--- src/rtl/cbts_pkg.sv ---
// ----------------------------------------------------------------------------
// CAN bit timing search package
// Shared widths, defaults, field constants and the sequencer state type.
// ----------------------------------------------------------------------------
package cbts_pkg;

  // Default search bounds.
  localparam int DEF_MAX_PRESCALE = 15;
  localparam int DEF_MAX_QUANTA   = 32;
  localparam int DEF_MAX_SEGMENTS = 17;

  // Fixed field widths.
  localparam int CLOCK_W    = 32;
  localparam int RATE_W     = 20;
  localparam int PRESC_W    = 4;
  localparam int WORD_W     = 15;
  localparam int IN_DATA_W  = 24;
  localparam int OUT_DATA_W = 24;

  // Timing word subfield widths (these act as the field masks).
  localparam int QUANTA_FW = 6;
  localparam int SJW_FW    = 2;
  localparam int SEG1_FW   = 4;
  localparam int SEG2_FW   = 3;

  // Smallest segment total and jump width cap.
  localparam int MIN_SEGMENTS = 3;
  localparam int SJW_CAP      = 3;

  // Main clock frequency after reset.
  localparam logic [CLOCK_W-1:0] CLOCK_RESET = 32'd48000000;

  // Sequencer states.
  typedef enum logic [1:0] {
    ST_IDLE,
    ST_DIV,
    ST_SEARCH,
    ST_EMIT
  } state_t;

endpackage

--- src/rtl/cbts_div.sv ---
// ----------------------------------------------------------------------------
// CAN bit timing search divider
// Restoring unsigned divider that retires one quotient bit per cycle.
// ----------------------------------------------------------------------------
module cbts_div (
  input  logic                          clk,
  input  logic                          rst,
  input  logic                          start,
  input  logic [cbts_pkg::CLOCK_W-1:0]  dividend,
  input  logic [cbts_pkg::RATE_W-1:0]   divisor,
  output logic                          done,
  output logic [cbts_pkg::CLOCK_W-1:0]  quotient
);

  localparam int CNT_W = $clog2(cbts_pkg::CLOCK_W);

  logic                          busy;
  logic [CNT_W-1:0]              cnt;
  logic [cbts_pkg::RATE_W-1:0]   dsr;
  logic [cbts_pkg::RATE_W-1:0]   rem;
  logic [cbts_pkg::CLOCK_W-1:0]  quo;

  logic [cbts_pkg::RATE_W:0]     rem_shift;
  logic [cbts_pkg::RATE_W:0]     diff;
  logic                          fits;

  // One trial subtraction of the shifted partial remainder.
  always_comb begin
    rem_shift = {rem, quo[cbts_pkg::CLOCK_W-1]};
    diff      = rem_shift - {1'b0, dsr};
    fits      = (rem_shift >= {1'b0, dsr});
  end

  // Control: count out one step per quotient bit.
  always_ff @(posedge clk) begin
    if (rst) begin
      busy <= 1'b0;
      done <= 1'b0;
      cnt  <= '0;
    end else begin
      done <= 1'b0;
      if (start) begin
        busy <= 1'b1;
        cnt  <= '0;
      end else if (busy) begin
        cnt <= cnt + CNT_W'(1);
        if (cnt == CNT_W'(cbts_pkg::CLOCK_W - 1)) begin
          busy <= 1'b0;
          done <= 1'b1;
        end
      end
    end
  end

  // Datapath: remainder and quotient shift register.
  always_ff @(posedge clk) begin
    if (start) begin
      dsr <= divisor;
      rem <= '0;
      quo <= dividend;
    end else if (busy) begin
      rem <= fits ? diff[cbts_pkg::RATE_W-1:0] : rem_shift[cbts_pkg::RATE_W-1:0];
      quo <= {quo[cbts_pkg::CLOCK_W-2:0], fits};
    end
  end

  assign quotient = quo;

endmodule

--- src/rtl/can_bit_timing_search.sv ---
// Sequencing: a zero bit rate goes straight to the emit state once the transaction is accepted;
// otherwise the divider runs, then one candidate is checked per cycle, up to 7680
// candidates, and the emit state loads the result when the output register is free.
// Throughput: one item at a time; the next input is accepted no earlier than the cycle
// after the result is loaded into the output register.
// Reset: synchronous, restores the main clock register to 48 MHz and empties the output.
// ----------------------------------------------------------------------------
// CAN bit timing search
// Divides the main clock by the bit rate, then steps incremental adders and
// an equality compare through prescaler, quanta and segment candidates to find the
// first exact match, and packs the timing word.
// ----------------------------------------------------------------------------
module can_bit_timing_search #(
  parameter int MAX_PRESCALE = cbts_pkg::DEF_MAX_PRESCALE,
  parameter int MAX_QUANTA   = cbts_pkg::DEF_MAX_QUANTA,
  parameter int MAX_SEGMENTS = cbts_pkg::DEF_MAX_SEGMENTS
) (
  input  logic                            clk,
  input  logic                            rst,
  // Main clock frequency register.
  input  logic                            cfg_we,
  input  logic [cbts_pkg::CLOCK_W-1:0]    cfg_wdata,
  // Input stream.
  input  logic                            s_axis_tvalid,
  output logic                            s_axis_tready,
  input  logic [cbts_pkg::IN_DATA_W-1:0]  s_axis_tdata,  // [19:0] bit_rate
  // Output stream.
  output logic                            m_axis_tvalid,
  input  logic                            m_axis_tready,
  output logic [cbts_pkg::OUT_DATA_W-1:0] m_axis_tdata,  // [3:0] prescaler, [18:4] timing_word
  output logic                            m_axis_tuser   // [0] found
);

  localparam int PW     = $clog2(MAX_PRESCALE + 1);
  localparam int QW     = $clog2(MAX_QUANTA + 1);
  localparam int SW     = $clog2(MAX_SEGMENTS + 1);
  localparam int STEPW  = $clog2((MAX_PRESCALE + 1) * MAX_QUANTA + 1);
  localparam int PRODW  = $clog2(MAX_SEGMENTS * MAX_QUANTA * (MAX_PRESCALE + 1) + 1);
  localparam int PAD_W  = cbts_pkg::OUT_DATA_W - cbts_pkg::PRESC_W - cbts_pkg::WORD_W;

  cbts_pkg::state_t state, state_next;

  logic [cbts_pkg::CLOCK_W-1:0] main_clock_hz;
  logic [cbts_pkg::RATE_W-1:0]  bit_rate;
  logic                         in_accept;
  logic                         div_start;
  logic                         div_done;
  logic [cbts_pkg::CLOCK_W-1:0] div_quo;

  logic [cbts_pkg::CLOCK_W-1:0] per_bit;
  logic [PW-1:0]                p;
  logic [QW-1:0]                q;
  logic [SW-1:0]                s;
  logic [STEPW-1:0]             step;
  logic [PRODW-1:0]             prod;
  logic                         found;

  logic                         hit;
  logic                         last_s;
  logic                         last_q;
  logic                         last_p;
  logic [STEPW-1:0]             p_inc;
  logic [STEPW-1:0]             step_q;
  logic [STEPW-1:0]             step_p;
  logic                         out_free;
  logic                         out_load;

  logic [SW-1:0]                r;
  logic [SW-1:0]                seg1;
  logic [SW-1:0]                seg2;
  logic [SW-1:0]                sjw;
  logic [cbts_pkg::WORD_W-1:0]  word;

  logic                         out_valid;
  logic                         out_found;
  logic [cbts_pkg::PRESC_W-1:0] out_presc;
  logic [cbts_pkg::WORD_W-1:0]  out_word;

  assign bit_rate  = s_axis_tdata[cbts_pkg::RATE_W-1:0];
  assign in_accept = s_axis_tvalid && s_axis_tready;
  assign out_free  = !out_valid || m_axis_tready;

  // Main clock frequency register.
  always_ff @(posedge clk) begin
    if (rst) begin
      main_clock_hz <= cbts_pkg::CLOCK_RESET;
    end else if (cfg_we) begin
      main_clock_hz <= cfg_wdata;
    end
  end

  // Single divider for clocks per bit.
  cbts_div u_div (
    .clk      (clk),
    .rst      (rst),
    .start    (div_start),
    .dividend (main_clock_hz),
    .divisor  (bit_rate),
    .done     (div_done),
    .quotient (div_quo)
  );

  // Candidate compare and the increments for the next candidate.
  always_comb begin
    hit    = (per_bit == cbts_pkg::CLOCK_W'(prod));
    last_s = (s == SW'(MAX_SEGMENTS));
    last_q = (q == QW'(MAX_QUANTA));
    last_p = (p == PW'(MAX_PRESCALE));
    p_inc  = STEPW'(p) + STEPW'(1);
    step_q = step + p_inc;
    step_p = p_inc + STEPW'(1);
  end

  // Next state.
  always_comb begin
    state_next = state;
    case (state)
      cbts_pkg::ST_IDLE: begin
        if (in_accept) begin
          state_next = (bit_rate == '0) ? cbts_pkg::ST_EMIT : cbts_pkg::ST_DIV;
        end
      end
      cbts_pkg::ST_DIV: begin
        if (div_done) begin
          state_next = cbts_pkg::ST_SEARCH;
        end
      end
      cbts_pkg::ST_SEARCH: begin
        if (hit || (last_s && last_q && last_p)) begin
          state_next = cbts_pkg::ST_EMIT;
        end
      end
      cbts_pkg::ST_EMIT: begin
        if (out_free) begin
          state_next = cbts_pkg::ST_IDLE;
        end
      end
      default: state_next = cbts_pkg::ST_IDLE;
    endcase
  end

  // Sequencer outputs.
  always_comb begin
    s_axis_tready = 1'b0;
    div_start     = 1'b0;
    out_load      = 1'b0;
    case (state)
      cbts_pkg::ST_IDLE: begin
        s_axis_tready = 1'b1;
        div_start     = s_axis_tvalid && (bit_rate != '0);
      end
      cbts_pkg::ST_EMIT: begin
        out_load = out_free;
      end
      default: begin
        s_axis_tready = 1'b0;
      end
    endcase
  end

  always_ff @(posedge clk) begin
    if (rst) begin
      state <= cbts_pkg::ST_IDLE;
    end else begin
      state <= state_next;
    end
  end

  // Search datapath: one candidate per cycle through incremental adders.
  always_ff @(posedge clk) begin
    case (state)
      cbts_pkg::ST_IDLE: begin
        found <= 1'b0;
      end
      cbts_pkg::ST_DIV: begin
        per_bit <= div_quo;
        p       <= '0;
        q       <= QW'(1);
        s       <= SW'(cbts_pkg::MIN_SEGMENTS);
        step    <= STEPW'(1);
        prod    <= PRODW'(cbts_pkg::MIN_SEGMENTS);
      end
      cbts_pkg::ST_SEARCH: begin
        if (hit) begin
          found <= 1'b1;
        end else if (!last_s) begin
          s    <= s + SW'(1);
          prod <= prod + PRODW'(step);
        end else if (!last_q) begin
          q    <= q + QW'(1);
          s    <= SW'(cbts_pkg::MIN_SEGMENTS);
          step <= step_q;
          prod <= PRODW'(step_q) + (PRODW'(step_q) << 1);
        end else if (!last_p) begin
          p    <= p + PW'(1);
          q    <= QW'(1);
          s    <= SW'(cbts_pkg::MIN_SEGMENTS);
          step <= step_p;
          prod <= PRODW'(step_p) + (PRODW'(step_p) << 1);
        end
      end
      default: begin
        found <= found;
      end
    endcase
  end

  // Segment split and timing word packing of the match.
  always_comb begin
    r    = s - SW'(cbts_pkg::MIN_SEGMENTS);
    seg1 = r >> 1;
    seg2 = r - seg1;
    sjw  = (seg1 > SW'(cbts_pkg::SJW_CAP)) ? SW'(cbts_pkg::SJW_CAP) : seg1;
    word = {cbts_pkg::SEG2_FW'(seg2), cbts_pkg::SEG1_FW'(seg1),
            cbts_pkg::SJW_FW'(sjw), cbts_pkg::QUANTA_FW'(q - QW'(1))};
  end

  // Output register; it holds one result while the next item is taken.
  always_ff @(posedge clk) begin
    if (rst) begin
      out_valid <= 1'b0;
    end else if (out_load) begin
      out_valid <= 1'b1;
    end else if (m_axis_tready) begin
      out_valid <= 1'b0;
    end
  end

  always_ff @(posedge clk) begin
    if (out_load) begin
      out_found <= found;
      out_presc <= found ? cbts_pkg::PRESC_W'(p) : '0;
      out_word  <= found ? word : '0;
    end
  end

  assign m_axis_tvalid = out_valid;
  assign m_axis_tuser  = out_found;
  assign m_axis_tdata  = {{PAD_W{1'b0}}, out_word, out_presc};

endmodule

--- config.mk ---
export PLATFORM = sky130hd
export DESIGN_NAME = can_bit_timing_search
export DESIGN_NICKNAME = d
export VERILOG_FILES = /design/src/rtl/cbts_pkg.sv /design/src/rtl/cbts_div.sv /design/src/rtl/can_bit_timing_search.sv
export SDC_FILE = /design/constraint.sdc
export NUM_CORES = 1
export LEC_CHECK = 0
export ABC_AREA = 1
export BUFFER_PORTS_ARGS = -buffer_cell sky130_fd_sc_hd__buf_2
export CORE_MARGIN = 4
export CORE_UTILIZATION = 40
export CTS_CLUSTER_DIAMETER = 120
export DETAILED_ROUTE_END_ITERATION = 10
export GPL_ROUTABILITY_DRIVEN = 1
export PLACE_DENSITY = 0.56
export SETUP_SLACK_MARGIN = 0.2
export SLEW_MARGIN = 20
export SYNTH_ARGS = -nofsm -noshare
export SYNTH_HDL_FRONTEND = slang
export SYNTH_SLANG_ARGS = --single-unit
--- constraint.sdc ---
create_clock -name clk -period 10.1 [get_ports clk]
set_input_delay 0.505 -clock clk [delete_from_list [all_inputs] [get_ports clk]]
set_output_delay 0.505 -clock clk [all_outputs]
set_load 0.05 [all_outputs]
==> report_table.html, run 1 <==
<table>
<tr><th>Metric</th><th>Value</th></tr>
<tr><th colspan="2">Setup path</th></tr>
<tr><td>Endpoint kind of the worst setup timing path</td><td>register</td></tr>
<tr><td>Worst setup path category</td><td>register to register</td></tr>
<tr><td>Required arrival time at the worst endpoint</td><td>10.34 ns</td></tr>
<tr><td>Worst Path Arrival</td><td>4.25 ns</td></tr>
<tr><td>Endpoint of the lowest-slack register-to-register path</td><td>prod[10]</td></tr>
<tr><td>Max FO, Critical Path</td><td>5</td></tr>
<tr><td>Internal reg-to-reg setup slack</td><td>6.10 ns</td></tr>
<tr><td>Launch instance of the worst register-to-register path</td><td>p[1]</td></tr>
<tr><td>Reg2Reg Depth</td><td>20</td></tr>
<tr><td>Startpoint Class</td><td>register</td></tr>
<tr><th colspan="2">STA</th></tr>
<tr><td>Final count of pins violating max slew</td><td>0</td></tr>
<tr><td>Tightest Pin Transition</td><td>1.075 ns</td></tr>
<tr><td>Post-Route Skew</td><td>0.01051 ns</td></tr>
<tr><td>Number of hold violations in the final report</td><td>0</td></tr>
<tr><td>Fraction of the cycle the final worst path needs</td><td>39.64%</td></tr>
<tr><td>Setup slack after layout</td><td>6.097 ns</td></tr>
<tr><td>Final-report setup violation count</td><td>0</td></tr>
<tr><td>Post-layout minimum cycle time</td><td>4.003 ns</td></tr>
<tr><td>Slew HR</td><td>28.10%</td></tr>
<tr><td>Setup repair after global routing missed its margin</td><td>false</td></tr>
<tr><td>Maximum clock frequency</td><td>249.8 MHz</td></tr>
<tr><td>Setup TNS after final layout</td><td>0 ns</td></tr>
<tr><th colspan="2">Placement</th></tr>
<tr><td>Place WS</td><td>6.162 ns</td></tr>
<tr><td>HPWL reported at the end of detailed placement</td><td>17.03 mm</td></tr>
<tr><td>Placement Cell Area</td><td>11860 µm²</td></tr>
<tr><td>Buffers on Ports</td><td>78</td></tr>
<tr><td>GPL Wtd Cong</td><td>0.8537</td></tr>
<tr><th colspan="2">Floorplanning</th></tr>
<tr><td>Horizontal extent of the die</td><td>174.6 µm</td></tr>
<tr><td>Total I/O pin count</td><td>88</td></tr>
<tr><td>Core region area</td><td>27100 µm²</td></tr>
<tr><td>Die Outline Area</td><td>30470 µm²</td></tr>
<tr><td>Die height</td><td>174.6 µm</td></tr>
<tr><td>Initial Util</td><td>40.95%</td></tr>
<tr><td>FP Rows</td><td>60</td></tr>
<tr><th colspan="2">Drt</th></tr>
<tr><td>Detailed-route wire length</td><td>23.71 mm</td></tr>
<tr><td>Pre-Repair DR Iteration Count</td><td>5</td></tr>
<tr><td>Routed vias</td><td>8382</td></tr>
<tr><td>Final antenna-violating net count</td><td>0</td></tr>
<tr><td>DRC viols</td><td>0</td></tr>
<tr><td>Wire length per cell after detailed routing</td><td>13.50 µm</td></tr>
<tr><td>Vias per cell</td><td>4.773</td></tr>
<tr><td>Count of routing violations after the opening detailed-route iteration</td><td>431</td></tr>
<tr><th colspan="2">Yosys</th></tr>
<tr><td>Share of flip-flops with an asynchronous set or reset after synthesis</td><td>0%</td></tr>
<tr><td>Number of distinct library cells after synthesis</td><td>54</td></tr>
<tr><td>Parity-gate share of the synthesized area counting xor and xnor cells</td><td>3.236%</td></tr>
<tr><td>Adder and majority gate portion of the synthesized area</td><td>8.389%</td></tr>
<tr><td>Simple-gate area share of the yosys netlist</td><td>21.58%</td></tr>
<tr><td>Multiplexer share of the synthesized area</td><td>0%</td></tr>
<tr><td>Number of storage elements in the synthesis netlist</td><td>206</td></tr>
<tr><td>Complex-gate fraction of the synthesized area</td><td>9.629%</td></tr>
<tr><td>Proportion of synthesized chip area in sequential cells</td><td>50.15%</td></tr>
<tr><td>Main combinational cell family by area after synthesis</td><td>simple AND/OR/NAND/NOR gates</td></tr>
<tr><td>Ys Warns</td><td>0</td></tr>
<tr><td>Post-Syn Instances</td><td>1281</td></tr>
<tr><td>Top_reg_cell synth</td><td>sky130_fd_sc_hd__edfxtp_1</td></tr>
<tr><td>Mean area per synthesized cell</td><td>8.663 µm²</td></tr>
<tr><td>Number of enable flip-flop cells after synthesis</td><td>144</td></tr>
<tr><td>Area of the mapped netlist</td><td>11100 µm²</td></tr>
<tr><th colspan="2">Power and ir drop</th></tr>
<tr><td>Pwr per Cell Area</td><td>343.9 nW/µm²</td></tr>
<tr><td>Final Power</td><td>4.384 mW</td></tr>
<tr><td>Leakage power of the design</td><td>5.762 nW</td></tr>
<tr><td>Logic pwr share</td><td>45.5%</td></tr>
<tr><td>Proportion of total power due to net switching</td><td>41.63%</td></tr>
<tr><td>Switching power</td><td>1.825 mW</td></tr>
<tr><td>Pint</td><td>2.559 mW</td></tr>
<tr><td>Clock network fraction of total power</td><td>21.5%</td></tr>
<tr><td>Largest voltage drop on the vdd net</td><td>0.0001568 V</td></tr>
<tr><td>Flop pwr share</td><td>32.9%</td></tr>
<tr><th colspan="2">CTS</th></tr>
<tr><td>Clock Latency Late Sink</td><td>0.52 ns</td></tr>
<tr><td>Buffer levels on the longest clock path</td><td>3</td></tr>
<tr><td>Quantity of hold-fixing buffers added after cts</td><td>0</td></tr>
<tr><td>Clock input transition at the sequential cells of the worst setup and hold paths</td><td>0.06 ns</td></tr>
<tr><td>TritonCTS clock tree</td><td>done</td></tr>
<tr><td>Number of setup buffers added after CTS</td><td>0</td></tr>
<tr><td>Root Buffer</td><td>sky130_fd_sc_hd__clkbuf_16</td></tr>
<tr><td>Htree depth</td><td>1</td></tr>
<tr><td>CTS Buf Count</td><td>25</td></tr>
<tr><td>Number of clock sinks</td><td>206</td></tr>
<tr><td>Post-cts repair resize count</td><td>0</td></tr>
<tr><th colspan="2">Hold path</th></tr>
<tr><td>Worst-case hold path end point</td><td>u_div.dsr[11]</td></tr>
<tr><td>Hold path depth</td><td>1</td></tr>
<tr><td>Launch instance of the worst min-delay path</td><td>s_axis_tdata[11]</td></tr>
<tr><td>Worst min-delay path category</td><td>primary input to register</td></tr>
<tr><th colspan="2">Cells and area</th></tr>
<tr><td>Diode count</td><td>0</td></tr>
<tr><td>Signed area change from the synthesized netlist to the final layout</td><td>14.89%</td></tr>
<tr><td>Post-layout instance area</td><td>12750 µm²</td></tr>
<tr><td>Total Nets Final</td><td>1498</td></tr>
<tr><td>Fraction of layout instances using a drive strength above 1</td><td>10.98%</td></tr>
<tr><td>Final core utilization</td><td>47.05%</td></tr>
<tr><td>Final-layout fill cell count</td><td>2619</td></tr>
<tr><th colspan="2">Global routing</th></tr>
<tr><td>Overflow after GRT</td><td>0</td></tr>
<tr><td>Global-route wire length before repair</td><td>39.12 mm</td></tr>
<tr><td>Antenna violations before repair</td><td>0</td></tr>
<tr><td>Global-route usage over all layers</td><td>15.22%</td></tr>
<tr><td>Via count of the first global-routing pass</td><td>8074</td></tr>
<tr><td>Pin count of the biggest net entering global routing</td><td>46</td></tr>
<tr><th colspan="2">Outcome</th></tr>
<tr><td>Status</td><td>completed</td></tr>
<tr><th colspan="2">Flow run</th></tr>
<tr><td>Max-Cap Viols</td><td>0</td></tr>
</table>
==> worst max-delay path by stage <==
stage	cells after the start	startpoint	slack (ns)	end
CTS	21	p[0]	6.13	prod[9]
finish	20	p[1]	6.10	prod[10]
global placement	21	p[0]	6.21	prod[9]
global route	20	p[1]	5.68	prod[10]
detailed placement	21	p[0]	6.16	prod[9]
floorplan	21	p[0]	6.74	prod[9]
==> synth_stat cells, drive strengths merged, types with 5 or more instances <==
| cell type | instances | share of area [%] |
|---|---|---|
| inv | 161 | 5.5 |
| buf | 13 | 0.80 |
| or2 | 7 | 0.39 |
| o21ai | 91 | 4.2 |
| xor2 | 30 | 2.4 |
| clkbuf | 18 | 0.61 |
| nor2 | 145 | 5.0 |
| dfxtp | 62 | 11 |
| xnor2 | 11 | 0.87 |
| a21oi | 70 | 3.2 |
| nor4 | 11 | 0.62 |
| nand4 | 15 | 0.85 |
| ha | 68 | 7.7 |
| nand3 | 60 | 2.9 |
| nor3 | 7 | 0.42 |
| edfxtp | 144 | 39 |
| o21bai | 5 | 0.34 |
| o211ai | 7 | 0.47 |
| nand2 | 318 | 11 |
==> layer usage <==
layer | part of all wire (%) | track usage (%) | up-vias
met1 | 49 | 21.22 | 3824
li1 | - | - | 4415
met2 | 46 | 25.52 | 114
met3 | 3.2 | 2.044 | 29
met4 | 1.7 | 3.208 | 0
met5 | 0 | 0 | -
==> registers in the layout, indices dropped and copies added (netlist names), 4 cells and up <==
signal          cells
main_clock_hz      32
out_presc           4
out_word           15
p                   4
per_bit            32
prod               14
q                   6
s                   5
step               10
u_div.cnt           5
u_div.dsr          20
u_div.quotient     32
u_div.rem          20
==> final cells by class <==
class | count | area, µm² | share of cell area (%)
tap | 372 | 465.4 | 3.651
timing repair buffer | 81 | 412.9 | 3.238
multi-input combinational | 887 | 4803 | 37.67
sequential | 206 | 5565 | 43.65
clock buffer | 35 | 714.4 | 5.604
clock inverter | 11 | 170.2 | 1.335
inverter | 164 | 618.1 | 4.848
==> per-stage QoR <==
stage	hold slack (ns)	cells
global route	0.1601	1756
finish	0.1779	1756
global placement	0.4322	1710
floorplan	0.4268	1288
CTS	0.1498	1756
detailed placement	0.4347	1710
==> cells by family after synthesis <==
kind of cell             count (synthesis)
AND/OR/NAND/NOR                        571
flip-flops                             206
AO/OA/AOI/OAI                          195
buffers and inverters                  195
adder cells (fa/ha/maj)                 72
XOR/XNOR                                41
other                                    1
==> placed cells by master (no fill, tap or decap), types with 3 or more instances in the layout <==
master                       synthesis  routed
sky130_fd_sc_hd__inv_2               6       6
sky130_fd_sc_hd__inv_1             154     154
sky130_fd_sc_hd__nor3_1              6       6
sky130_fd_sc_hd__nand2_2             3       4
sky130_fd_sc_hd__nor4_1             11      11
sky130_fd_sc_hd__conb_1              1       8
sky130_fd_sc_hd__nand3_1            58      58
sky130_fd_sc_hd__a31oi_1             3       3
sky130_fd_sc_hd__o211ai_1            7       7
sky130_fd_sc_hd__clkbuf_16           0      26
sky130_fd_sc_hd__o21ai_1            33      33
sky130_fd_sc_hd__clkinv_1            3       3
sky130_fd_sc_hd__nand4_1            15      15
sky130_fd_sc_hd__dfxtp_1            62      62
sky130_fd_sc_hd__fa_1                4       4
sky130_fd_sc_hd__or2_2               7       7
sky130_fd_sc_hd__o21ai_0            56      56
sky130_fd_sc_hd__o21bai_1            5       5
sky130_fd_sc_hd__nand2_1           315     314
sky130_fd_sc_hd__buf_2               2      78
sky130_fd_sc_hd__buf_4               6       3
sky130_fd_sc_hd__a21oi_1            70      69
sky130_fd_sc_hd__edfxtp_1          144     144
sky130_fd_sc_hd__bufinv_16           0       4
sky130_fd_sc_hd__o22ai_1             4       4
sky130_fd_sc_hd__clkbuf_1           18       6
sky130_fd_sc_hd__nor2_1            142     142
sky130_fd_sc_hd__xor2_1             30      30
sky130_fd_sc_hd__a21o_1              4       4
sky130_fd_sc_hd__clkbuf_8            0       3
sky130_fd_sc_hd__ha_1               68      68
sky130_fd_sc_hd__clkinvlp_4          0       3
sky130_fd_sc_hd__xnor2_1            11      11
==> worst max-delay path: stages, from the launching register on <==
cell	delay (ns)
sky130_fd_sc_hd__edfxtp_1	0.47
sky130_fd_sc_hd__ha_1	0.24
sky130_fd_sc_hd__nand2_1	0.07
sky130_fd_sc_hd__xor2_1	0.28
sky130_fd_sc_hd__inv_1	0.13
sky130_fd_sc_hd__ha_1	0.35
sky130_fd_sc_hd__nand2_1	0.08
sky130_fd_sc_hd__inv_1	0.04
sky130_fd_sc_hd__o21ai_0	0.35
sky130_fd_sc_hd__nand3_1	0.17
sky130_fd_sc_hd__nand2_1	0.11
sky130_fd_sc_hd__nor2_1	0.06
sky130_fd_sc_hd__xor2_1	0.24
sky130_fd_sc_hd__inv_1	0.13
sky130_fd_sc_hd__ha_1	0.37
sky130_fd_sc_hd__inv_1	0.09
sky130_fd_sc_hd__o21ai_0	0.09
sky130_fd_sc_hd__a21oi_1	0.19
sky130_fd_sc_hd__nand3_1	0.10
sky130_fd_sc_hd__nand3_1	0.12
sky130_fd_sc_hd__o21ai_1	0.07
==> power by group through the flow <==
stage | combinational [mW] | sequential, mW | clock [mW]
after floorplan | 1.51 | 1.45 | 0
final | 2.00 | 1.44 | 0.944
after global routing | 2.30 | 1.48 | 1.00
after detailed placement | 1.99 | 1.46 | 0
after global placement | 1.96 | 1.45 | 0
after CTS | 2.00 | 1.45 | 0.971
Note: power is estimated with default switching activity, not from simulation.
==> run 2, diff against run 1 <==
--- a/config.mk
+++ b/config.mk
@@ -5,14 +5,14 @@
 export SDC_FILE = /design/constraint.sdc
 export NUM_CORES = 1
 export LEC_CHECK = 0
-export ABC_AREA = 1
+export ABC_AREA = 0
 export BUFFER_PORTS_ARGS = -buffer_cell sky130_fd_sc_hd__buf_2
 export CORE_MARGIN = 4
 export CORE_UTILIZATION = 40
 export CTS_CLUSTER_DIAMETER = 120
 export DETAILED_ROUTE_END_ITERATION = 10
 export GPL_ROUTABILITY_DRIVEN = 1
-export PLACE_DENSITY = 0.56
+export PLACE_DENSITY = 0.58
 export SETUP_SLACK_MARGIN = 0.2
 export SLEW_MARGIN = 20
 export SYNTH_ARGS = -nofsm -noshare
==> constraint.sdc (replaced) <==
create_clock -name clk -period 3.37 [get_ports clk]
set_input_delay 0.1685 -clock clk [delete_from_list [all_inputs] [get_ports clk]]
set_output_delay 0.1685 -clock clk [all_outputs]
set_load 0.05 [all_outputs]
==> run 2 against run 1 <==
Net effect:
- the run now ends with negative setup slack left
- synthesized cell count decreased by 16%
- fmax increased by 14%
- non-clock buffer count increased by 136
- clock skew increased by 0.0097 ns
- first-iteration DRC count decreased by 12%
- setup slack got worse by 6.2 ns
- power increased to 3.5 times the previous value
- sequential power increased to 3.0 times the previous value
- combinational power increased to 4.2 times the previous value
- hold slack got worse by 0.050 ns
- clock-buffer cell count decreased by 1
- highest routed layer unchanged
==> report_table.html, run 2 <==
<table>
<tr><th>Metric</th><th>Value</th></tr>
<tr><th colspan="2">Outcome</th></tr>
<tr><td>Status</td><td>complete, but fails checks</td></tr>
<tr><td>Violated checks</td><td>negative setup slack</td></tr>
<tr><th colspan="2">Drt</th></tr>
<tr><td>Routed vias</td><td>8353</td></tr>
<tr><td>Count of routing violations after the opening detailed-route iteration</td><td>379</td></tr>
<tr><td>Final antenna-violating net count</td><td>0</td></tr>
<tr><td>Wire length per cell after detailed routing</td><td>14.61 µm</td></tr>
<tr><td>Detailed-route wire length</td><td>24.51 mm</td></tr>
<tr><td>Vias per cell</td><td>4.981</td></tr>
<tr><td>DRC viols</td><td>0</td></tr>
<tr><td>Pre-Repair DR Iteration Count</td><td>4</td></tr>
<tr><th colspan="2">Yosys</th></tr>
<tr><td>Number of enable flip-flop cells after synthesis</td><td>144</td></tr>
<tr><td>Mean area per synthesized cell</td><td>10.31 µm²</td></tr>
<tr><td>Share of Yosys cell area claimed by the top area cell type</td><td>38.80%</td></tr>
<tr><td>Share of flip-flops with an asynchronous set or reset after synthesis</td><td>0%</td></tr>
<tr><td>Cell types with the largest area share after synthesis</td><td>sky130_fd_sc_hd__edfxtp_1, sky130_fd_sc_hd__dfxtp_1, sky130_fd_sc_hd__ha_1</td></tr>
<tr><td>Top_reg_cell synth</td><td>sky130_fd_sc_hd__edfxtp_1</td></tr>
<tr><td>Ys Warns</td><td>0</td></tr>
<tr><td>Count leader, synth</td><td>sky130_fd_sc_hd__nand2_1</td></tr>
<tr><td>Number of storage elements in the synthesis netlist</td><td>206</td></tr>
<tr><td>List of most frequent post-synthesis cells</td><td>sky130_fd_sc_hd__nand2_1, sky130_fd_sc_hd__edfxtp_1, sky130_fd_sc_hd__nor2_1</td></tr>
<tr><td>Area of the mapped netlist</td><td>11150 µm²</td></tr>
<tr><td>Number of distinct library cells after synthesis</td><td>72</td></tr>
<tr><td>Biggest area consumer among synthesized cells</td><td>sky130_fd_sc_hd__edfxtp_1</td></tr>
<tr><td>Proportion of synthesized chip area in sequential cells</td><td>49.93%</td></tr>
<tr><td>Post-Syn Instances</td><td>1081</td></tr>
<tr><th colspan="2">STA</th></tr>
<tr><td>Setup repair after global routing missed its margin</td><td>true</td></tr>
<tr><td>Maximum clock frequency</td><td>284.5 MHz</td></tr>
<tr><td>Tightest Pin Transition</td><td>1.010 ns</td></tr>
<tr><td>Setup slack after layout</td><td>-0.1446 ns</td></tr>
<tr><td>Number of hold violations in the final report</td><td>0</td></tr>
<tr><td>Fraction of the cycle the final worst path needs</td><td>104.3%</td></tr>
<tr><td>Post-Route Skew</td><td>0.02020 ns</td></tr>
<tr><td>Setup TNS after final layout</td><td>-0.3276 ns</td></tr>
<tr><td>Slew HR</td><td>32.40%</td></tr>
<tr><td>Final-report setup violation count</td><td>4</td></tr>
<tr><td>Final count of pins violating max slew</td><td>0</td></tr>
<tr><td>Post-layout minimum cycle time</td><td>3.515 ns</td></tr>
<tr><th colspan="2">Floorplanning</th></tr>
<tr><td>Core region area</td><td>27180 µm²</td></tr>
<tr><td>Horizontal extent of the die</td><td>174.9 µm</td></tr>
<tr><td>FP Rows</td><td>60</td></tr>
<tr><td>Initial Util</td><td>41.01%</td></tr>
<tr><td>Total I/O pin count</td><td>88</td></tr>
<tr><td>Die height</td><td>174.9 µm</td></tr>
<tr><td>Die Outline Area</td><td>30600 µm²</td></tr>
<tr><th colspan="2">Setup path</th></tr>
<tr><td>Worst path bufs/invs</td><td>4</td></tr>
<tr><td>Endpoint kind of the worst setup timing path</td><td>register</td></tr>
<tr><td>Crit. path cell count</td><td>16</td></tr>
<tr><td>Max FO, Critical Path</td><td>4</td></tr>
<tr><td>Endpoint of the worst setup timing path</td><td>prod[10]</td></tr>
<tr><td>Crit-path slowest cell</td><td>sky130_fd_sc_hd__edfxtp_1</td></tr>
<tr><td>Worst Path Arrival</td><td>3.78 ns</td></tr>
<tr><td>Launch instance of the worst register-to-register path</td><td>p[0]</td></tr>
<tr><td>Internal reg-to-reg setup slack</td><td>-0.14 ns</td></tr>
<tr><td>Startpoint Class</td><td>register</td></tr>
<tr><td>Reg2Reg Depth</td><td>16</td></tr>
<tr><td>Endpoint of the lowest-slack register-to-register path</td><td>prod[10]</td></tr>
<tr><td>Worst setup path category</td><td>register to register</td></tr>
<tr><td>Required arrival time at the worst endpoint</td><td>3.64 ns</td></tr>
<tr><td>Cell with the most instances on the worst path</td><td>sky130_fd_sc_hd__ha_4</td></tr>
<tr><td>Worst setup path startpoint</td><td>p[0]</td></tr>
<tr><td>Critical path's largest stage delay</td><td>0.49 ns</td></tr>
<tr><td>CP Cell Sequence</td><td>inv_6, ha_4, inv_4, ha_4, a211o_1, a21o_1, a21oi_1, nor3_1, xor2_1, buf_4, ha_4, buf_4, nand4_1, nor2_1, a21o_1, or3_1</td></tr>
<tr><td>Cell family contributing the most delay on the critical path</td><td>compound AO/OA/AOI/OAI gates</td></tr>
<tr><th colspan="2">CTS</th></tr>
<tr><td>Number of clock sinks</td><td>206</td></tr>
<tr><td>CTS Buf Count</td><td>24</td></tr>
<tr><td>Clock Latency Late Sink</td><td>0.53 ns</td></tr>
<tr><td>TritonCTS clock tree</td><td>done</td></tr>
<tr><td>Buffer levels on the longest clock path</td><td>3</td></tr>
<tr><td>Clock input transition at the sequential cells of the worst setup and hold paths</td><td>0.06 ns</td></tr>
<tr><td>Htree depth</td><td>1</td></tr>
<tr><td>Root Buffer</td><td>sky130_fd_sc_hd__clkbuf_16</td></tr>
<tr><th colspan="2">Cells and area</th></tr>
<tr><td>Signed area change from the synthesized netlist to the final layout</td><td>26.44%</td></tr>
<tr><td>Total Nets Final</td><td>1420</td></tr>
<tr><td>Top library cells by usage in the layout, fill and taps aside</td><td>sky130_fd_sc_hd__nand2_1, sky130_fd_sc_hd__edfxtp_1, sky130_fd_sc_hd__nor2_1, sky130_fd_sc_hd__buf_4, sky130_fd_sc_hd__buf_2</td></tr>
<tr><td>Post-layout instance area</td><td>14090 µm²</td></tr>
<tr><td>Fraction of layout instances using a drive strength above 1</td><td>19.23%</td></tr>
<tr><td>Final core utilization</td><td>51.86%</td></tr>
<tr><td>Most common cell after layout, fill and taps aside</td><td>sky130_fd_sc_hd__nand2_1</td></tr>
<tr><td>Diode count</td><td>0</td></tr>
<tr><th colspan="2">Placement</th></tr>
<tr><td>Placement Cell Area</td><td>12400 µm²</td></tr>
<tr><td>GPL Wtd Cong</td><td>0.8609</td></tr>
<tr><td>HPWL reported at the end of detailed placement</td><td>16.92 mm</td></tr>
<tr><td>Buffers on Ports</td><td>78</td></tr>
<tr><th colspan="2">Global routing</th></tr>
<tr><td>Via count of the first global-routing pass</td><td>8151</td></tr>
<tr><td>Overflow after GRT</td><td>0</td></tr>
<tr><td>Global-route wire length before repair</td><td>40.94 mm</td></tr>
<tr><td>Global-route usage over all layers</td><td>15.88%</td></tr>
<tr><td>Pin count of the biggest net entering global routing</td><td>43</td></tr>
<tr><td>Antenna violations before repair</td><td>0</td></tr>
<tr><th colspan="2">Power and ir drop</th></tr>
<tr><td>Proportion of total power due to net switching</td><td>38.61%</td></tr>
<tr><td>Leakage power of the design</td><td>5.918 nW</td></tr>
<tr><td>Logic pwr share</td><td>54.8%</td></tr>
<tr><td>Flop pwr share</td><td>28.1%</td></tr>
<tr><td>Pint</td><td>9.400 mW</td></tr>
<tr><td>Largest voltage drop on the vdd net</td><td>0.0005973 V</td></tr>
<tr><td>Pwr per Cell Area</td><td>1086 nW/µm²</td></tr>
<tr><td>Final Power</td><td>15.31 mW</td></tr>
<tr><td>Switching power</td><td>5.911 mW</td></tr>
<tr><td>Clock network fraction of total power</td><td>17.1%</td></tr>
<tr><th colspan="2">Flow run</th></tr>
<tr><td>Max-Cap Viols</td><td>0</td></tr>
<tr><th colspan="2">Hold path</th></tr>
<tr><td>Worst min-delay path category</td><td>primary input to register</td></tr>
</table>
## run 2: cell types whose count changed in the layout (fill, tap and decap cells not counted), sizes merged, moves of 39 or more
cell,previous run,this run
o21ai,91,39
nor2,145,94
dlygate4sd3,0,53
inv,162,65
nand2,318,158
mux2i,0,39
buf,81,164
## run 2: kinds of logic (layout without fill, tap and decap cells)
logic type,count (synthesis),after routing,synth area share (%)
muxes,39,39,3.502
DFF,206,206,49.93
adders and majority gates,73,73,8.442
other,1,8,0.03365
and+or+nand+nor,379,379,15.23
AOI/OAI and AO/OA,196,196,12.47
xor gates and xnor gates,78,78,6.320
buffers and inverters,109,326,4.064
## run 2: power groups by stage
stage | combinational [mW] | sequential [mW] | clock, mW
global placement | 7.30 | 4.33 | 0
global route | 9.32 | 4.39 | 2.79
CTS | 8.34 | 4.31 | 2.70
floorplan | 5.31 | 4.26 | 0
detailed placement | 7.36 | 4.35 | 0
finish | 8.40 | 4.30 | 2.61
## run 2: repair_timing
action,in CTS,in global routing
gates cloned,0,0
setup buffers,23,0
pin swaps,31,6
hold endpoints to repair,53,0
resized for setup,34,3
hold buffers,53,0
endpoints found under the setup margin,7,8
## run 2: worst min path at each step
stage / from / endpoint / cells after the start
after floorplan: s_axis_tdata[0] / u_div.dsr[0] / 0
after global placement: s_axis_tdata[0] / u_div.dsr[0] / 1
after detailed placement: s_axis_tdata[0] / u_div.dsr[0] / 1
after CTS: s_axis_tvalid / state[0] / 4
after global routing: s_axis_tvalid / state[0] / 4
final: s_axis_tvalid / state[0] / 4
## run 2: cell type report
class                   count  area (µm²)
clock buffers              34       723.2
clock inverters            10       95.09
fillers                  2501       13080
inverters                  65       251.5
multi-input cells         773        5405
flip-flops and latches    206        5565
well taps                 372       465.4
repair buffers            217        1587
## run 2: worst register-to-register path: stages (launching register included)
cell	delay, ns
sky130_fd_sc_hd__edfxtp_1	0.49
sky130_fd_sc_hd__inv_6	0.12
sky130_fd_sc_hd__ha_4	0.21
sky130_fd_sc_hd__inv_4	0.07
sky130_fd_sc_hd__ha_4	0.20
sky130_fd_sc_hd__a211o_1	0.33
sky130_fd_sc_hd__a21o_1	0.24
sky130_fd_sc_hd__a21oi_1	0.17
sky130_fd_sc_hd__nor3_1	0.07
sky130_fd_sc_hd__xor2_1	0.24
sky130_fd_sc_hd__buf_4	0.18
sky130_fd_sc_hd__ha_4	0.20
sky130_fd_sc_hd__buf_4	0.14
sky130_fd_sc_hd__nand4_1	0.08
sky130_fd_sc_hd__nor2_1	0.05
sky130_fd_sc_hd__a21o_1	0.16
sky130_fd_sc_hd__or3_1	0.33
## run 2: through the flow
| stage | hold WS, ns | setup slack [ns] | cells |
|---|---|---|---|
| after floorplan | 0.2674 | -0.2235 | 1088 |
| after global placement | 0.3598 | -0.2732 | 1557 |
| after detailed placement | 0.3624 | -0.3629 | 1557 |
| after CTS | 0.1207 | -0.1489 | 1677 |
| after global routing | 0.1398 | -0.3265 | 1677 |
| final | 0.1279 | -0.1446 | 1677 |
## run 2: routing by layer
layer	up-vias	part of all wire, %	global-route usage [%]
met5	-	0	0
met4	0	2.3	3.863
met3	37	3.6	2.034
met2	161	47	26.10
met1	3914	47	22.46
li1	4241	-	-
==> run 3, diff against run 2 <==
--- a/config.mk
+++ b/config.mk
@@ -13,6 +13,7 @@
 export DETAILED_ROUTE_END_ITERATION = 10
 export GPL_ROUTABILITY_DRIVEN = 1
 export PLACE_DENSITY = 0.58
+export REMOVE_ABC_BUFFERS = 1
 export SETUP_SLACK_MARGIN = 0.2
 export SLEW_MARGIN = 20
 export SYNTH_ARGS = -nofsm -noshare
==> run 3 against run 2 <==
Net effect:
- the flow still finishes with violations (negative setup slack)
- critical path depth is 1 lower
- clock skew fell by 0.00075 ns
- clock power down 2%
- clock-buffer cell count stayed put
- first-iteration DRC count grew 9.0%
- non-clock buffer count rose by 3
- fmax down 0.95%
- critical endpoint unchanged
- sequential share of layout area rose by 0.056 points
- setup slack got worse by 0.034 ns
- core utilization shrank 0.074 points
- global-route usage down 0.088 points
==> report_table.html, run 3 (synthesized netlist as in run 2, its figures left out) <==
<table>
<tr><th>Metric</th><th>Value</th></tr>
<tr><th colspan="2">Outcome</th></tr>
<tr><td>Status</td><td>complete, but fails checks</td></tr>
<tr><td>Violated checks</td><td>negative setup slack</td></tr>
<tr><th colspan="2">Placement</th></tr>
<tr><td>HPWL reported at the end of detailed placement</td><td>17.13 mm</td></tr>
<tr><td>Placement Cell Area</td><td>12340 µm²</td></tr>
<tr><td>Buffers on Ports</td><td>78</td></tr>
<tr><td>Place WS</td><td>-0.4830 ns</td></tr>
<tr><td>Cell Count Post-Placement</td><td>1560</td></tr>
<tr><td>GPL Wtd Cong</td><td>0.8239</td></tr>
<tr><th colspan="2">Global routing</th></tr>
<tr><td>Antenna violations before repair</td><td>0</td></tr>
<tr><td>Via count of the first global-routing pass</td><td>8082</td></tr>
<tr><td>Global-route usage over all layers</td><td>15.79%</td></tr>
<tr><td>Global-route wire length before repair</td><td>40.56 mm</td></tr>
<tr><td>Pin count of the biggest net entering global routing</td><td>54</td></tr>
<tr><td>Overflow after GRT</td><td>0</td></tr>
<tr><th colspan="2">STA</th></tr>
<tr><td>Setup TNS after final layout</td><td>-0.5235 ns</td></tr>
<tr><td>Fraction of the cycle the final worst path needs</td><td>105.3%</td></tr>
<tr><td>Maximum clock frequency</td><td>281.8 MHz</td></tr>
<tr><td>Final count of pins violating max slew</td><td>0</td></tr>
<tr><td>Slew HR</td><td>32.10%</td></tr>
<tr><td>Setup slack after layout</td><td>-0.1785 ns</td></tr>
<tr><td>Number of hold violations in the final report</td><td>0</td></tr>
<tr><td>Final-report setup violation count</td><td>5</td></tr>
<tr><td>Tightest Pin Transition</td><td>1.014 ns</td></tr>
<tr><td>Setup repair after global routing missed its margin</td><td>true</td></tr>
<tr><td>Final worst hold slack</td><td>0.1597 ns</td></tr>
<tr><td>Post-Route Skew</td><td>0.01945 ns</td></tr>
<tr><td>Post-layout minimum cycle time</td><td>3.548 ns</td></tr>
<tr><th colspan="2">Setup path</th></tr>
<tr><td>Cell with the most instances on the worst path</td><td>sky130_fd_sc_hd__ha_4</td></tr>
<tr><td>Cell family contributing the most delay on the critical path</td><td>compound AO/OA/AOI/OAI gates</td></tr>
<tr><td>Endpoint kind of the worst setup timing path</td><td>register</td></tr>
<tr><td>Crit-path slowest cell</td><td>sky130_fd_sc_hd__edfxtp_1</td></tr>
<tr><td>Worst Path Arrival</td><td>3.81 ns</td></tr>
<tr><td>Worst path bufs/invs</td><td>3</td></tr>
<tr><td>Critical path's largest stage delay</td><td>0.47 ns</td></tr>
<tr><td>Startpoint Class</td><td>register</td></tr>
<tr><td>Required arrival time at the worst endpoint</td><td>3.63 ns</td></tr>
<tr><td>Worst setup path category</td><td>register to register</td></tr>
<tr><td>Max FO, Critical Path</td><td>4</td></tr>
<tr><td>CP Cell Sequence</td><td>inv_2, ha_4, inv_4, ha_4, a211o_1, a21o_1, a221o_1, nor2_2, inv_2, ha_4, nor2b_1, nor3_1, o21ai_1, o221ai_1, or3_1</td></tr>
<tr><th colspan="2">Floorplanning</th></tr>
<tr><td>FP Rows</td><td>60</td></tr>
<tr><td>Die height</td><td>174.9 µm</td></tr>
<tr><td>Initial Util</td><td>41.01%</td></tr>
<tr><td>Die Outline Area</td><td>30600 µm²</td></tr>
<tr><td>Core region area</td><td>27180 µm²</td></tr>
<tr><td>Total I/O pin count</td><td>88</td></tr>
<tr><td>Horizontal extent of the die</td><td>174.9 µm</td></tr>
<tr><th colspan="2">Power and ir drop</th></tr>
<tr><td>Final Power</td><td>15.26 mW</td></tr>
<tr><td>Pint</td><td>9.320 mW</td></tr>
<tr><td>Flop pwr share</td><td>28.2%</td></tr>
<tr><td>Clock network fraction of total power</td><td>16.7%</td></tr>
<tr><td>Proportion of total power due to net switching</td><td>38.92%</td></tr>
<tr><td>Switching power</td><td>5.940 mW</td></tr>
<tr><td>Largest voltage drop on the vdd net</td><td>0.0006853 V</td></tr>
<tr><td>Leakage power of the design</td><td>5.906 nW</td></tr>
<tr><td>Logic pwr share</td><td>55.1%</td></tr>
<tr><td>Pwr per Cell Area</td><td>1084 nW/µm²</td></tr>
<tr><th colspan="2">Cells and area</th></tr>
<tr><td>Total Nets Final</td><td>1422</td></tr>
<tr><td>Post-layout instance area</td><td>14070 µm²</td></tr>
<tr><td>Diode count</td><td>0</td></tr>
<tr><td>Final-layout fill cell count</td><td>2501</td></tr>
<tr><td>Count of placed standard cells in the final layout, fillers left out</td><td>1678</td></tr>
<tr><td>Fraction of layout instances using a drive strength above 1</td><td>19.98%</td></tr>
<tr><td>Final core utilization</td><td>51.78%</td></tr>
<tr><td>Register area</td><td>5565 µm²</td></tr>
<tr><td>Most common cell after layout, fill and taps aside</td><td>sky130_fd_sc_hd__nand2_1</td></tr>
<tr><td>Top library cells by usage in the layout, fill and taps aside</td><td>sky130_fd_sc_hd__nand2_1, sky130_fd_sc_hd__edfxtp_1, sky130_fd_sc_hd__nor2_1, sky130_fd_sc_hd__buf_4, sky130_fd_sc_hd__buf_2</td></tr>
<tr><td>Total area of multi-input combinational cells</td><td>5415 µm²</td></tr>
<tr><td>Signed area change from the synthesized netlist to the final layout</td><td>26.26%</td></tr>
<tr><th colspan="2">Drt</th></tr>
<tr><td>Count of routing violations after the opening detailed-route iteration</td><td>413</td></tr>
<tr><td>Final antenna-violating net count</td><td>0</td></tr>
<tr><td>Pre-Repair DR Iteration Count</td><td>5</td></tr>
<tr><td>DRC viols</td><td>0</td></tr>
<tr><td>Vias per cell</td><td>4.933</td></tr>
<tr><td>Detailed-route wire length</td><td>24.86 mm</td></tr>
<tr><td>Wire length per cell after detailed routing</td><td>14.81 µm</td></tr>
<tr><td>Routed vias</td><td>8277</td></tr>
<tr><th colspan="2">CTS</th></tr>
<tr><td>Htree depth</td><td>1</td></tr>
<tr><td>CTS Buf Count</td><td>23</td></tr>
<tr><td>Clock Latency Late Sink</td><td>0.52 ns</td></tr>
<tr><td>Buffer levels on the longest clock path</td><td>3</td></tr>
<tr><td>Number of clock sinks</td><td>206</td></tr>
<tr><td>Root Buffer</td><td>sky130_fd_sc_hd__clkbuf_16</td></tr>
<tr><td>Clock input transition at the sequential cells of the worst setup and hold paths</td><td>0.06 ns</td></tr>
<tr><td>TritonCTS clock tree</td><td>done</td></tr>
<tr><th colspan="2">Flow run</th></tr>
<tr><td>Max-Cap Viols</td><td>0</td></tr>
<tr><th colspan="2">Hold path</th></tr>
<tr><td>Worst min-delay path category</td><td>primary input to register</td></tr>
</table>
-- run 3: cell types whose count changed in the layout (fill, tap and decap cells not counted), sizes merged --
cell,change
inv,-1
clkinv,-3
bufinv,+2
buf,+3
-- run 3: worst paths after layout --
path | start | to | slack (ns) | cells after the start
worst min register to register | u_div.quotient[21] | per_bit[21] | 0.44 | 0
worst max register to register | p[0] | prod[10] | -0.18 | 15
worst max-delay path | p[0] | prod[10] | -0.18 | 15
worst min-delay path | s_axis_tvalid | state[0] | 0.16 | 4
-- run 3: layout make-up --
type	instances	area share, %
timing repair buffer	220	11.46
multi-input combinational	773	38.48
tap	372	3.308
inverter	65	1.752
sequential	206	39.55
clock buffer	34	4.526
clock inverter	8	0.9247
-- run 3: per-layer routing --
layer  routed length, µm  up-vias  global-route usage [%]
li1                    -     4238                       -
met1               12000     3846                   22.64
met2               11360      158                   25.65
met3                1029       35                   2.272
met4                 469        0                   3.339
met5                   0        -                       0
-- run 3: power groups by stage --
stage,sequential [mW],combinational [mW],clock (mW)
after global routing,4.40,9.34,2.73
after global placement,4.33,7.20,0
final,4.31,8.40,2.55
after CTS,4.31,7.87,2.62
after floorplan,4.30,5.04,0
after detailed placement,4.34,7.30,0
-- run 3: worst register-to-register path, stage by stage, from the launching register on --
cell,delay (ns)
sky130_fd_sc_hd__edfxtp_1,0.47
sky130_fd_sc_hd__inv_2,0.12
sky130_fd_sc_hd__ha_4,0.22
sky130_fd_sc_hd__inv_4,0.07
sky130_fd_sc_hd__ha_4,0.21
sky130_fd_sc_hd__a211o_1,0.34
sky130_fd_sc_hd__a21o_1,0.23
sky130_fd_sc_hd__a221o_1,0.34
sky130_fd_sc_hd__nor2_2,0.16
sky130_fd_sc_hd__inv_2,0.08
sky130_fd_sc_hd__ha_4,0.28
sky130_fd_sc_hd__nor2b_1,0.13
sky130_fd_sc_hd__nor3_1,0.05
sky130_fd_sc_hd__o21ai_1,0.14
sky130_fd_sc_hd__o221ai_1,0.14
sky130_fd_sc_hd__or3_1,0.32
-- run 3: repair_timing --
action | 4_1_cts | 5_1_grt
resized for setup | 28 | 29
hold buffers | 53 | 0
hold endpoints to repair | 53 | 0
endpoints found under the setup margin | 7 | 8
buffers inserted | 17 | 6
pin swaps | 18 | 32
